`src/sv/efce_pkg.sv`:
```
// ----------------------------------------------------------------------------
// Escaped frame CRC encoder package
// Shared types, register codes and the CRC and stuffing functions of the
// byte-stuffing framer.
// ----------------------------------------------------------------------------
package efce_pkg;

    localparam int unsigned MAX_RESULTS = 12;
    localparam int unsigned BUF_W       = MAX_RESULTS * 8;
    localparam int unsigned CNT_W       = 4;
    localparam int unsigned ADDR_W      = 5;

    localparam logic [31:0] CRC_POLY    = 32'hEDB8_8320;
    localparam logic [31:0] CRC_PRESET  = 32'hFFFF_FFFF;

    localparam logic [7:0]  SOF_RESET      = 8'd126;
    localparam logic [7:0]  EOF_RESET      = 8'd127;
    localparam logic [7:0]  ESC_RESET      = 8'd125;
    localparam logic [7:0]  CODE_SOF_RESET = 8'd1;
    localparam logic [7:0]  CODE_EOF_RESET = 8'd2;
    localparam logic [7:0]  CODE_ESC_RESET = 8'd3;

    typedef enum logic [2:0] {
        REG_SOF_BYTE     = 3'd0,
        REG_EOF_BYTE     = 3'd1,
        REG_ESC_BYTE     = 3'd2,
        REG_ESC_CODE_SOF = 3'd3,
        REG_ESC_CODE_EOF = 3'd4,
        REG_ESC_CODE_ESC = 3'd5
    } reg_index_t;

    typedef struct packed {
        logic [7:0] sof_byte;
        logic [7:0] eof_byte;
        logic [7:0] esc_byte;
        logic [7:0] esc_code_sof;
        logic [7:0] esc_code_eof;
        logic [7:0] esc_code_esc;
    } cfg_t;

    // Up to two line bytes, the first in the low byte.
    typedef struct packed {
        logic [1:0]  len;
        logic [15:0] bytes;
    } stuff_t;

    function automatic logic [31:0] crc_feed(logic [31:0] crc, logic [7:0] b);
        logic [31:0] c;
        c = crc ^ {24'd0, b};
        for (int k = 0; k < 8; k++) begin
            c = c[0] ? ((c >> 1) ^ CRC_POLY) : (c >> 1);
        end
        return c;
    endfunction

    // Start marker is matched first, then end marker, then escape.
    function automatic stuff_t stuff_byte(logic [7:0] b, cfg_t cfg);
        stuff_t s;
        if (b == cfg.sof_byte) begin
            s.len   = 2'd2;
            s.bytes = {cfg.esc_code_sof, cfg.esc_byte};
        end else if (b == cfg.eof_byte) begin
            s.len   = 2'd2;
            s.bytes = {cfg.esc_code_eof, cfg.esc_byte};
        end else if (b == cfg.esc_byte) begin
            s.len   = 2'd2;
            s.bytes = {cfg.esc_code_esc, cfg.esc_byte};
        end else begin
            s.len   = 2'd1;
            s.bytes = {8'd0, b};
        end
        return s;
    endfunction

endpackage

```
`src/sv/escaped_frame_crc_encoder.sv`:
```
// ----------------------------------------------------------------------------
// Escaped frame CRC encoder
// Frames a payload byte stream with start and end markers, byte-stuffs it and
// appends a stuffed CRC-32 before the end marker.
// ----------------------------------------------------------------------------
// Usage: payload bytes arrive as transfers on the s_ channel; s_tuser says
// whether s_tdata carries a byte and s_tlast closes the frame. A transfer with
// neither is dropped. The framed line stream leaves one byte per transfer on
// the m_ channel, with m_tlast on the final byte caused by each input transfer.
// Each input transfer is held in an input register and combinationally turned
// into its complete list of line bytes (start marker, stuffed data, stuffed
// CRC and end marker, up to twelve bytes) in a shift buffer.
// The first byte leaves from the shift buffer, loaded from the input register.
// Throughput: one line byte per cycle while the receiver takes it; an item
// produces one to three bytes for a data byte, the start marker included
// when it opens a frame, and up to twelve for a closing item. The shift
// buffer loads the next item as the last byte of the current one is taken.
// When the receiver stalls, the buffer holds and one further input transfer
// waits in the input register. Reset clears both, closes any open frame and
// loads the register defaults. Registers are written over the APB port.
// ----------------------------------------------------------------------------
module escaped_frame_crc_encoder (
    input  logic                       aclk,
    input  logic                       aresetn,
    input  logic                       s_tvalid,
    output logic                       s_tready,
    input  logic [7:0]                 s_tdata,   // [7:0] data_byte
    input  logic                       s_tuser,   // [0] byte_present
    input  logic                       s_tlast,
    output logic                       m_tvalid,
    input  logic                       m_tready,
    output logic [7:0]                 m_tdata,   // [7:0] out_byte
    output logic                       m_tlast,
    input  logic                       psel,
    input  logic                       penable,
    input  logic                       pwrite,
    input  logic [efce_pkg::ADDR_W-1:0] paddr,
    input  logic [31:0]                pwdata,
    output logic [31:0]                prdata,
    output logic                       pready
);
    import efce_pkg::*;

    cfg_t                cfg_reg;
    reg_index_t          reg_sel;
    logic                cfg_write;

    logic                in_valid_reg;
    logic [7:0]          in_data_reg;
    logic                in_present_reg;
    logic                in_last_reg;

    logic                inside_frame_reg;
    logic                inside_frame_next;
    logic [31:0]         crc_reg;
    logic [31:0]         crc_next;

    logic [BUF_W-1:0]    buf_reg;
    logic [BUF_W-1:0]    buf_next;
    logic [CNT_W-1:0]    cnt_reg;
    logic [CNT_W-1:0]    cnt_next;

    logic                idle_item;
    logic                buf_free;
    logic                load;
    logic                out_take;

    logic [31:0]         crc_base;
    logic [31:0]         crc_data;
    logic [31:0]         crc_final;
    stuff_t              st_data;
    stuff_t              st_crc [4];
    logic [BUF_W-1:0]    acc;
    logic [CNT_W-1:0]    acc_n;

    assign pready    = 1'b1;
    assign reg_sel   = reg_index_t'(paddr[ADDR_W-1:2]);
    assign cfg_write = psel && penable && pwrite && pready;

    always_ff @(posedge aclk) begin
        if (!aresetn) begin
            cfg_reg.sof_byte     <= SOF_RESET;
            cfg_reg.eof_byte     <= EOF_RESET;
            cfg_reg.esc_byte     <= ESC_RESET;
            cfg_reg.esc_code_sof <= CODE_SOF_RESET;
            cfg_reg.esc_code_eof <= CODE_EOF_RESET;
            cfg_reg.esc_code_esc <= CODE_ESC_RESET;
        end else if (cfg_write) begin
            unique case (reg_sel)
                REG_SOF_BYTE:     cfg_reg.sof_byte     <= pwdata[7:0];
                REG_EOF_BYTE:     cfg_reg.eof_byte     <= pwdata[7:0];
                REG_ESC_BYTE:     cfg_reg.esc_byte     <= pwdata[7:0];
                REG_ESC_CODE_SOF: cfg_reg.esc_code_sof <= pwdata[7:0];
                REG_ESC_CODE_EOF: cfg_reg.esc_code_eof <= pwdata[7:0];
                REG_ESC_CODE_ESC: cfg_reg.esc_code_esc <= pwdata[7:0];
                default: ;
            endcase
        end
    end

    always_comb begin
        unique case (reg_sel)
            REG_SOF_BYTE:     prdata = {24'd0, cfg_reg.sof_byte};
            REG_EOF_BYTE:     prdata = {24'd0, cfg_reg.eof_byte};
            REG_ESC_BYTE:     prdata = {24'd0, cfg_reg.esc_byte};
            REG_ESC_CODE_SOF: prdata = {24'd0, cfg_reg.esc_code_sof};
            REG_ESC_CODE_EOF: prdata = {24'd0, cfg_reg.esc_code_eof};
            REG_ESC_CODE_ESC: prdata = {24'd0, cfg_reg.esc_code_esc};
            default:          prdata = 32'd0;
        endcase
    end

    assign idle_item = !in_present_reg && !in_last_reg;
    assign out_take  = m_tvalid && m_tready;
    assign buf_free  = (cnt_reg == '0) || ((cnt_reg == CNT_W'(1)) && m_tready);
    assign load      = in_valid_reg && (idle_item || buf_free);
    assign s_tready  = !in_valid_reg || load;

    always_ff @(posedge aclk) begin
        if (!aresetn) begin
            in_valid_reg <= 1'b0;
        end else if (s_tvalid && s_tready) begin
            in_valid_reg <= 1'b1;
        end else if (load) begin
            in_valid_reg <= 1'b0;
        end
    end

    always_ff @(posedge aclk) begin
        if (s_tvalid && s_tready) begin
            in_data_reg    <= s_tdata;
            in_present_reg <= s_tuser;
            in_last_reg    <= s_tlast;
        end
    end

    always_comb begin
        crc_base  = inside_frame_reg ? crc_reg : crc_feed(CRC_PRESET, cfg_reg.sof_byte);
        crc_data  = in_present_reg ? crc_feed(crc_base, in_data_reg) : crc_base;
        crc_final = ~crc_feed(crc_data, cfg_reg.eof_byte);
        st_data   = stuff_byte(in_data_reg, cfg_reg);
        for (int i = 0; i < 4; i++) begin
            st_crc[i] = stuff_byte(crc_final[31 - 8*i -: 8], cfg_reg);
        end
    end

    always_comb begin
        acc   = '0;
        acc_n = '0;
        if (!inside_frame_reg) begin
            acc[7:0] = cfg_reg.sof_byte;
            acc_n    = CNT_W'(1);
        end
        if (in_present_reg) begin
            acc   = acc | ({{(BUF_W-16){1'b0}}, st_data.bytes} << {acc_n, 3'b000});
            acc_n = acc_n + {2'b00, st_data.len};
        end
        if (in_last_reg) begin
            for (int i = 0; i < 4; i++) begin
                acc   = acc | ({{(BUF_W-16){1'b0}}, st_crc[i].bytes} << {acc_n, 3'b000});
                acc_n = acc_n + {2'b00, st_crc[i].len};
            end
            acc   = acc | ({{(BUF_W-8){1'b0}}, cfg_reg.eof_byte} << {acc_n, 3'b000});
            acc_n = acc_n + CNT_W'(1);
        end
    end

    always_comb begin
        inside_frame_next = inside_frame_reg;
        crc_next          = crc_reg;
        buf_next          = buf_reg;
        cnt_next          = cnt_reg;
        if (load && !idle_item) begin
            buf_next = acc;
            cnt_next = acc_n;
            if (in_last_reg) begin
                inside_frame_next = 1'b0;
                crc_next          = CRC_PRESET;
            end else begin
                inside_frame_next = 1'b1;
                crc_next          = crc_data;
            end
        end else if (out_take) begin
            buf_next = buf_reg >> 8;
            cnt_next = cnt_reg - CNT_W'(1);
        end
    end

    always_ff @(posedge aclk) begin
        if (!aresetn) begin
            inside_frame_reg <= 1'b0;
            crc_reg          <= CRC_PRESET;
            cnt_reg          <= '0;
        end else begin
            inside_frame_reg <= inside_frame_next;
            crc_reg          <= crc_next;
            cnt_reg          <= cnt_next;
        end
    end

    always_ff @(posedge aclk) begin
        buf_reg <= buf_next;
    end

    assign m_tvalid = (cnt_reg != '0);
    assign m_tdata  = buf_reg[7:0];
    assign m_tlast  = (cnt_reg == CNT_W'(1));

`ifndef SYNTHESIS
    a_cnt_bound: assert property (@(posedge aclk) disable iff (!aresetn)
        cnt_reg <= CNT_W'(MAX_RESULTS))
        else $error("Result count exceeds the buffer depth.");

    a_closed_preset: assert property (@(posedge aclk) disable iff (!aresetn)
        !inside_frame_reg |-> crc_reg == CRC_PRESET)
        else $error("CRC register not at preset outside a frame.");

    a_load_free: assert property (@(posedge aclk) disable iff (!aresetn)
        (load && !idle_item) |-> (cnt_reg == '0 || (cnt_reg == CNT_W'(1) && m_tready)))
        else $error("Result buffer overwritten before it drained.");

    a_sof_first: assert property (@(posedge aclk) disable iff (!aresetn)
        (load && !idle_item && !inside_frame_reg) |=> m_tdata == $past(cfg_reg.sof_byte))
        else $error("Frame did not open with the start marker.");

    a_close: assert property (@(posedge aclk) disable iff (!aresetn)
        (load && in_last_reg) |=> !inside_frame_reg)
        else $error("Frame left open after its last item.");
`endif

endmodule
```
`config.mk`:
```
export PLATFORM = sky130hd
export DESIGN_NAME = escaped_frame_crc_encoder
export DESIGN_NICKNAME = d
export VERILOG_FILES = /design/src/sv/efce_pkg.sv /design/src/sv/escaped_frame_crc_encoder.sv
export SDC_FILE = /design/constraint.sdc
export NUM_CORES = 1
export LEC_CHECK = 0
export ABC_CLOCK_PERIOD_IN_PS = 29000
export BUFFER_PORTS_ARGS = -buffer_cell sky130_fd_sc_hd__clkbuf_2
export CORE_AREA = 2 2 239 241
export DETAILED_ROUTE_END_ITERATION = 10
export DIE_AREA = 0 0 241 243
export PLACE_DENSITY = 0.65
export SLEW_MARGIN = 15
export SYNTH_ARGS = -nofsm -noshare
export SYNTH_HDL_FRONTEND = slang
export SYNTH_SLANG_ARGS = --single-unit
```
`constraint.sdc`:
```
create_clock -name aclk -period 29 [get_ports aclk]
set_input_delay 4.35 -clock aclk [delete_from_list [all_inputs] [get_ports aclk]]
set_output_delay 4.35 -clock aclk [all_outputs]
set_load 0.01 [all_outputs]
```
### Word-level counts from Yosys, hierarchy flattened

Cells that the tools add are included.

| storage, ports and cells | value |
|---|---|
| register bits | 192 |
| input bits | 54 |
| output and inout port bits | 44 |
| logic and storage cells | 164 |

| operators by class | value |
|---|---|
| equal/unequal tests | 21 |
| reductions and logical operators | 26 |
| muxes and demuxes | 56 |
| bitwise gates (word level) | 34 |
| add/subtract/negate cells | 7 |
| shifts and indexed selects | 6 |

Operator list:

| kind | number |
|---|---|
| 32-bit 2-to-1 mux | 27 |
| 96-bit OR | 5 |
| 16-bit by 7-bit left shift with 96-bit output | 5 |
| 96-bit 2-to-1 mux | 4 |
| 13-bit NOT with 14-bit output | 24 |
| 18-bit 2-to-1 mux | 15 |
| 8-bit == test | 15 |
| 8-bit by 96-bit OR with 96-bit output | 1 |
| 8-bit by 7-bit left shift with 96-bit output | 1 |
| 32-bit by 8-bit XOR with 32-bit output | 2 |
| 8-bit case mux with 6 select lines | 1 |
| 32-bit NOT | 1 |
| 8-bit NOT with 32-bit output | 1 |
| 4-bit by 2-bit adder with 4-bit output | 5 |
| 4-bit 2-to-1 mux | 4 |
| 2-bit AND reduction | 6 |
| 1-bit logical AND | 8 |
| 8-bit 2-to-1 mux | 1 |
| 3-bit by 2-bit == test with 1-bit output, second input constant | 2 |
| 3-bit == test, second input constant | 2 |
| 4-bit by 1-bit adder with 4-bit output, second input constant | 1 |
| 4-bit by 1-bit == test with 1-bit output, second input constant | 1 |
| 1-bit logical NOT | 4 |
| 4-bit logical NOT | 1 |
| 7 further kinds | 13 |

### Logic depth before layout (Yosys ltp)

| logic depth | value |
|---|---|
| depth in word-level cells | 66 |
| depth in mapped cells | 43 |
| mapped depth without buffers | 35 |

### Worst setup path before layout

OpenSTA, ideal clock, no wires.

| timing | value |
|---|---|
| path type | input-to-output |
| start | input paddr[2] (netlist name) |
| end | output prdata[3] |
| required time | 24.650 ns |
| stages | 6 |
| buffers on the path | 3 |
| data arrival time | 5.541 ns |
| setup slack | 19.109 ns |
| path through | clkbuf_1 -> clkbuf_1 -> clkbuf_1 -> o21ai_0 -> a32oi_1 -> o21ai_0 |

| on the way | value |
|---|---|
| cells in the longest elaborated chain, start to end | 2 |
| elaborated cells on any way between the ends | 7 |
| those cells by class | eq/ne (5); mux (1); reduce/logical (1) |

Ends and longest elaborated chain:

| item | RTL line | source |
|---|---|---|
| start, declared | escaped_frame_crc_encoder.sv:37 | `input logic [efce_pkg::ADDR_W-1:0] paddr,` |
| 3-bit == test (tied with other cells) | escaped_frame_crc_encoder.sv:102 | `unique case (reg_sel)` |
| 8-bit case mux with 6 select lines * | escaped_frame_crc_encoder.sv:102 |  |
| end, declared | escaped_frame_crc_encoder.sv:39 | `output logic [31:0] prdata,` |

Every way passes the cells marked *; elsewhere a longest branch is shown, timed or not.

### Final worst setup path

| timing | value |
|---|---|
| start | register cfg_reg[42] (netlist name) |
| end | register buf_reg[0], data pin |

| on the way | value |
|---|---|
| cells in the longest elaborated chain, start to end | 51 |
| elaborated cells on any way between the ends | 98 |
| those cells by class | add/sub (5); eq/ne (13); shift (6); mux (43); bitwise (31) |

Ends and longest elaborated chain:

| item | RTL line | source |
|---|---|---|
| start, declared | escaped_frame_crc_encoder.sv:44 | `cfg_t cfg_reg;` |
| parallel branches: the longest is 49 deep, another holds 8-bit NOT with 32-bit output | - |  |
| 96-bit 2-to-1 mux * | escaped_frame_crc_encoder.sv:158 | `if (in_last_reg) begin` |
| 96-bit 2-to-1 mux * | escaped_frame_crc_encoder.sv:173 | `if (load && !idle_item) begin` |
| via buf_next[0] | escaped_frame_crc_encoder.sv:59 | `logic [BUF_W-1:0] buf_next;` |
| end signal, assigned | escaped_frame_crc_encoder.sv:202 | `buf_reg <= buf_next;` |
| end, declared | escaped_frame_crc_encoder.sv:58 | `logic [BUF_W-1:0] buf_reg;` |

Mark *: on every way through the listed nets, which the timed path passes.
A chain may end at the register's enable or synchronous reset.

==> summary.md <==
| Metric | Value |
|---|---|
| Area of the die | `58600 µm²` |
| Layout Skew | `0.0215 ns` |
| Netlist area before placement | `22200 µm²` |
| Arrival time at the worst endpoint | `14.59 ns` |
| Pin count of the biggest net entering global routing | `87` |
| Global-route usage over all layers | `42.4%` |
| Largest stage delay, worst path | `1.04 ns` |
| Synth warn | `0` |
| TritonCTS clock tree | `done` |
| Port buffer count | `46` |
| Instance count along the most critical hold path | `2` |
| Share of synthesized flip-flops with an asynchronous set or reset | `0%` |
| CP delay by family, top | `compound AO/OA/AOI/OAI gates` |
| Sum of routed wire length over all layers | `125000 µm` |
| Worst setup EP type | `flop` |
| Buffer levels on the longest clock path | `2` |
| Area share of the largest cell type after synthesis | `14.3%` |
| Via count of the first global-routing pass | `23100` |
| Source of the worst register-to-register timing path | `cfg_reg[42]` |
| TritonCTS buffer count | `17` |
| Achievable Freq | `0.0697 GHz` |
| Total number of nets in the final design | `2713` |
| Cell with the biggest individual delay on the critical path | `sky130_fd_sc_hd__nor3_2` |
| Share of layout cells above drive strength 1 | `11.7%` |
| Mean post-synth cell area | `8.29 µm²` |
| FF+latch count, synth | `192` |
| Post-synthesis share of cell area spent on full adders, half adders and majority gates | `1.09%` |
| Post-CTS Hold Buffers | `0` |
| Number of setup buffers added after CTS | `0` |
| Tightest slew margin relative to the limit | `11.6%` |
| Period Utilization, post-route | `49.5%` |
| Mux cell area share after synthesis | `6.86%` |
| R2r setup slk | `14.64 ns` |
| Unrepaired setup endpoints after global routing | `no` |
| Die height | `243 µm` |
| Global-route wire length before repair | `175000 µm` |
| Kind of path behind the tightest hold check | `reg -> reg` |
| Startpoint of the tightest hold check path | `crc_reg[20]` |
| Count of vias placed by the detailed router | `24000` |
| DRT Pass-1 Iters | `8` |
| Setup tns final | `0 ns` |
| Final-report max-slew violation count | `0` |
| Effective utilization at floorplan | `39.8%` |
| Biggest area contributors in the synthesized netlist | `sky130_fd_sc_hd__edfxtp_1, sky130_fd_sc_hd__xnor3_1, sky130_fd_sc_hd__dfxtp_1` |
| Instance count of the mapped netlist | `2684` |
| Final Hold Vio Count | `0` |
| Detailed-route vias per instance | `7.04` |
| Post-synth cell types | `100` |
| Worst Max-Slew Pin Slew | `1.31 ns` |
| Critical R2R Capture | `buf_reg[0]` |
| Placement row count | `87` |
| Post_cts resized | `0` |
| Flip-flop count of the largest register, all copies and words added | `96` |
| Cell type with the largest total area after synthesis | `sky130_fd_sc_hd__edfxtp_1` |
| WHS | `0.498 ns` |
| Maximum fanout count along the critical path | `30` |
| Type of element launching the critical path | `flop` |
| Placer Congestion | `1.06` |
| Total number of H-tree levels | `4` |
| Wirelength per Cell | `36.6 µm` |
| Proportion of synthesized chip area in sequential cells | `22.0%` |
| Data required, critical path | `29.23 ns` |
| Routed Antenna Nets | `0` |
| Gr ovfl total | `0` |
| Worst path bufs/invs | `6` |
| Status | `finished clean` |
| Filler Cell Count | `5669` |
| Hold Path Sink | `crc_reg[20]` |
| Number of clock sinks | `192` |
| Cell depth of the worst flop-to-flop path | `35` |
| Combinational family with the most area after synthesis | `compound AO/OA/AOI/OAI gates` |
| Core Box Area | `56000 µm²` |
| Antenna violations before repair | `8` |
| Fraction of synthesized cell area in xor and xnor cells | `20.8%` |
| Clk pin slew, worst setup/hold paths | `0.08 ns` |
| Half-perimeter wire length after detailed placement | `88800 µm` |
| Root Buffer | `sky130_fd_sc_hd__clkbuf_16` |
| Chip Width | `241 µm` |
| Fin crit period | `14.36 ns` |
| Prevailing post-synth register cell | `sky130_fd_sc_hd__edfxtp_1` |
| Number of max-capacitance violations reported | `0` |
| Top-Level Pins | `98` |
| Simple-Gate Fraction of Synth Area | `16.7%` |
| Complex-gate fraction of the synthesized area | `26.5%` |
| Worst-Skew Late Latency | `0.54 ns` |
| Post-detailed-route DRC marker count | `0` |
| Area growth, synth to finish | `7.69%` |
| Count of routing violations after the opening detailed-route iteration | `3776` |
| EDFF count, synth | `106` |
| Final setup violation count | `0` |
| Crit Path Category | `reg -> reg` |
==> synth_stat cells, types with 20 or more instances <==
library cell,number
sky130_fd_sc_hd__inv_1,43
sky130_fd_sc_hd__o21ai_0,110
sky130_fd_sc_hd__xnor2_1,196
sky130_fd_sc_hd__buf_2,25
sky130_fd_sc_hd__a222oi_1,26
sky130_fd_sc_hd__o211ai_1,48
sky130_fd_sc_hd__xnor3_1,77
sky130_fd_sc_hd__a31oi_1,47
sky130_fd_sc_hd__clkbuf_1,146
sky130_fd_sc_hd__nor2b_1,33
sky130_fd_sc_hd__xor2_1,68
sky130_fd_sc_hd__nor3_1,54
sky130_fd_sc_hd__and3_1,24
sky130_fd_sc_hd__a21oi_1,166
sky130_fd_sc_hd__a211oi_1,33
sky130_fd_sc_hd__a22oi_1,50
sky130_fd_sc_hd__mux2_2,27
sky130_fd_sc_hd__buf_4,41
sky130_fd_sc_hd__o22ai_1,92
sky130_fd_sc_hd__edfxtp_1,106
sky130_fd_sc_hd__mux2i_1,98
sky130_fd_sc_hd__buf_1,30
sky130_fd_sc_hd__a22o_1,20
sky130_fd_sc_hd__nor2_1,181
sky130_fd_sc_hd__nand2_1,368
sky130_fd_sc_hd__and2_1,24
sky130_fd_sc_hd__dfxtp_1,86
sky130_fd_sc_hd__nand3_1,56
sky130_fd_sc_hd__a221oi_1,61
sky130_fd_sc_hd__o221ai_1,36
==> layout by cell type, fill, tap and decap left out, types with 13 or more instances in the layout <==
master,netlist,final
sky130_fd_sc_hd__nand2_1,368,367
sky130_fd_sc_hd__xnor2_1,196,195
sky130_fd_sc_hd__nor2_1,181,181
sky130_fd_sc_hd__a21oi_1,166,162
sky130_fd_sc_hd__buf_4,41,117
sky130_fd_sc_hd__o21ai_0,110,106
sky130_fd_sc_hd__edfxtp_1,106,106
sky130_fd_sc_hd__mux2i_1,98,94
sky130_fd_sc_hd__o22ai_1,92,92
sky130_fd_sc_hd__dfxtp_1,86,85
sky130_fd_sc_hd__xnor3_1,77,77
sky130_fd_sc_hd__xor2_1,68,67
sky130_fd_sc_hd__a221oi_1,61,60
sky130_fd_sc_hd__nand3_1,56,56
sky130_fd_sc_hd__nor3_1,54,51
sky130_fd_sc_hd__a22oi_1,50,50
sky130_fd_sc_hd__o211ai_1,48,48
sky130_fd_sc_hd__a31oi_1,47,47
sky130_fd_sc_hd__clkbuf_2,0,46
sky130_fd_sc_hd__inv_1,43,43
sky130_fd_sc_hd__o221ai_1,36,36
sky130_fd_sc_hd__nor2b_1,33,33
sky130_fd_sc_hd__a211oi_1,33,33
sky130_fd_sc_hd__mux2_2,27,27
sky130_fd_sc_hd__a222oi_1,26,26
sky130_fd_sc_hd__conb_1,2,25
sky130_fd_sc_hd__and3_1,24,24
sky130_fd_sc_hd__and2_1,24,23
sky130_fd_sc_hd__o21ai_1,18,22
sky130_fd_sc_hd__a22o_1,20,20
sky130_fd_sc_hd__a221o_1,18,18
sky130_fd_sc_hd__clkbuf_16,0,18
sky130_fd_sc_hd__nand2b_1,18,17
sky130_fd_sc_hd__or3_1,16,16
sky130_fd_sc_hd__o21a_1,15,15
sky130_fd_sc_hd__ha_1,13,13
==> tightest hold or removal path, delay by kind of cell (launching register included) <==
kind	cells	cell delay [ns]
AOI/OAI and AO/OA	1	0.08
DFF	1	0.34
and+or+nand+nor	1	0.06
==> metal layers <==
| metal | share of wire (%) | track usage, % | up-vias |
|---|---|---|---|
| li1 | - | - | 9882 |
| met1 | 35 | 48.4 | 11600 |
| met2 | 43 | 63.4 | 1883 |
| met3 | 11 | 13.4 | 653 |
| met4 | 10 | 37.1 | 6 |
| met5 | 0.063 | 0.673 | - |
==> kinds of logic (layout without fill, tap and decap cells) <==
kind of cell	count (synthesis)	count (layout)
other	2	27
adder cells (fa/ha/maj)	17	17
AO/OA/AOI/OAI	846	846
flip-flops	192	192
XOR/XNOR	368	368
multiplexers	141	141
AND/OR/NAND/NOR	822	822
buffers and inverters	296	244
==> worst max path at each step <==
stage                startpoint    endpoint  cells after the start
CTS                 cfg_reg[42]  buf_reg[0]                     35
floorplan              paddr[2]   prdata[3]                      6
finish              cfg_reg[42]  buf_reg[0]                     35
global placement    cfg_reg[42]  buf_reg[0]                     35
detailed placement  cfg_reg[42]  buf_reg[0]                     35
global route        cfg_reg[42]  buf_reg[0]                     35
==> final cells by class <==
cell class              count  area, µm²  area share [%]
multi-input cells        2219      16200            67.7
flip-flops and latches    192       4910            20.5
repair buffers            163       1110            4.63
well taps                 756        946            3.95
clock buffers              19        454            1.90
inverters                  49        186           0.778
clock inverters            13        141           0.590
diodes                      2       5.00          0.0209
==> through the flow <==
stage	cell area [µm²]	util, %	std cells	setup WS [ns]
detailed placement	23300	41.7	3379	15.57
global placement	23300	41.7	3379	15.75
floorplan	22300	-	2707	19.11
global route	24000	42.8	3411	14.50
finish	24000	42.8	3413	14.64
CTS	23900	42.8	3411	15.43
Power is left out: the tool's default activity adds up to more than one toggle a clock period on the data nets, which glitch-free logic cannot reach.
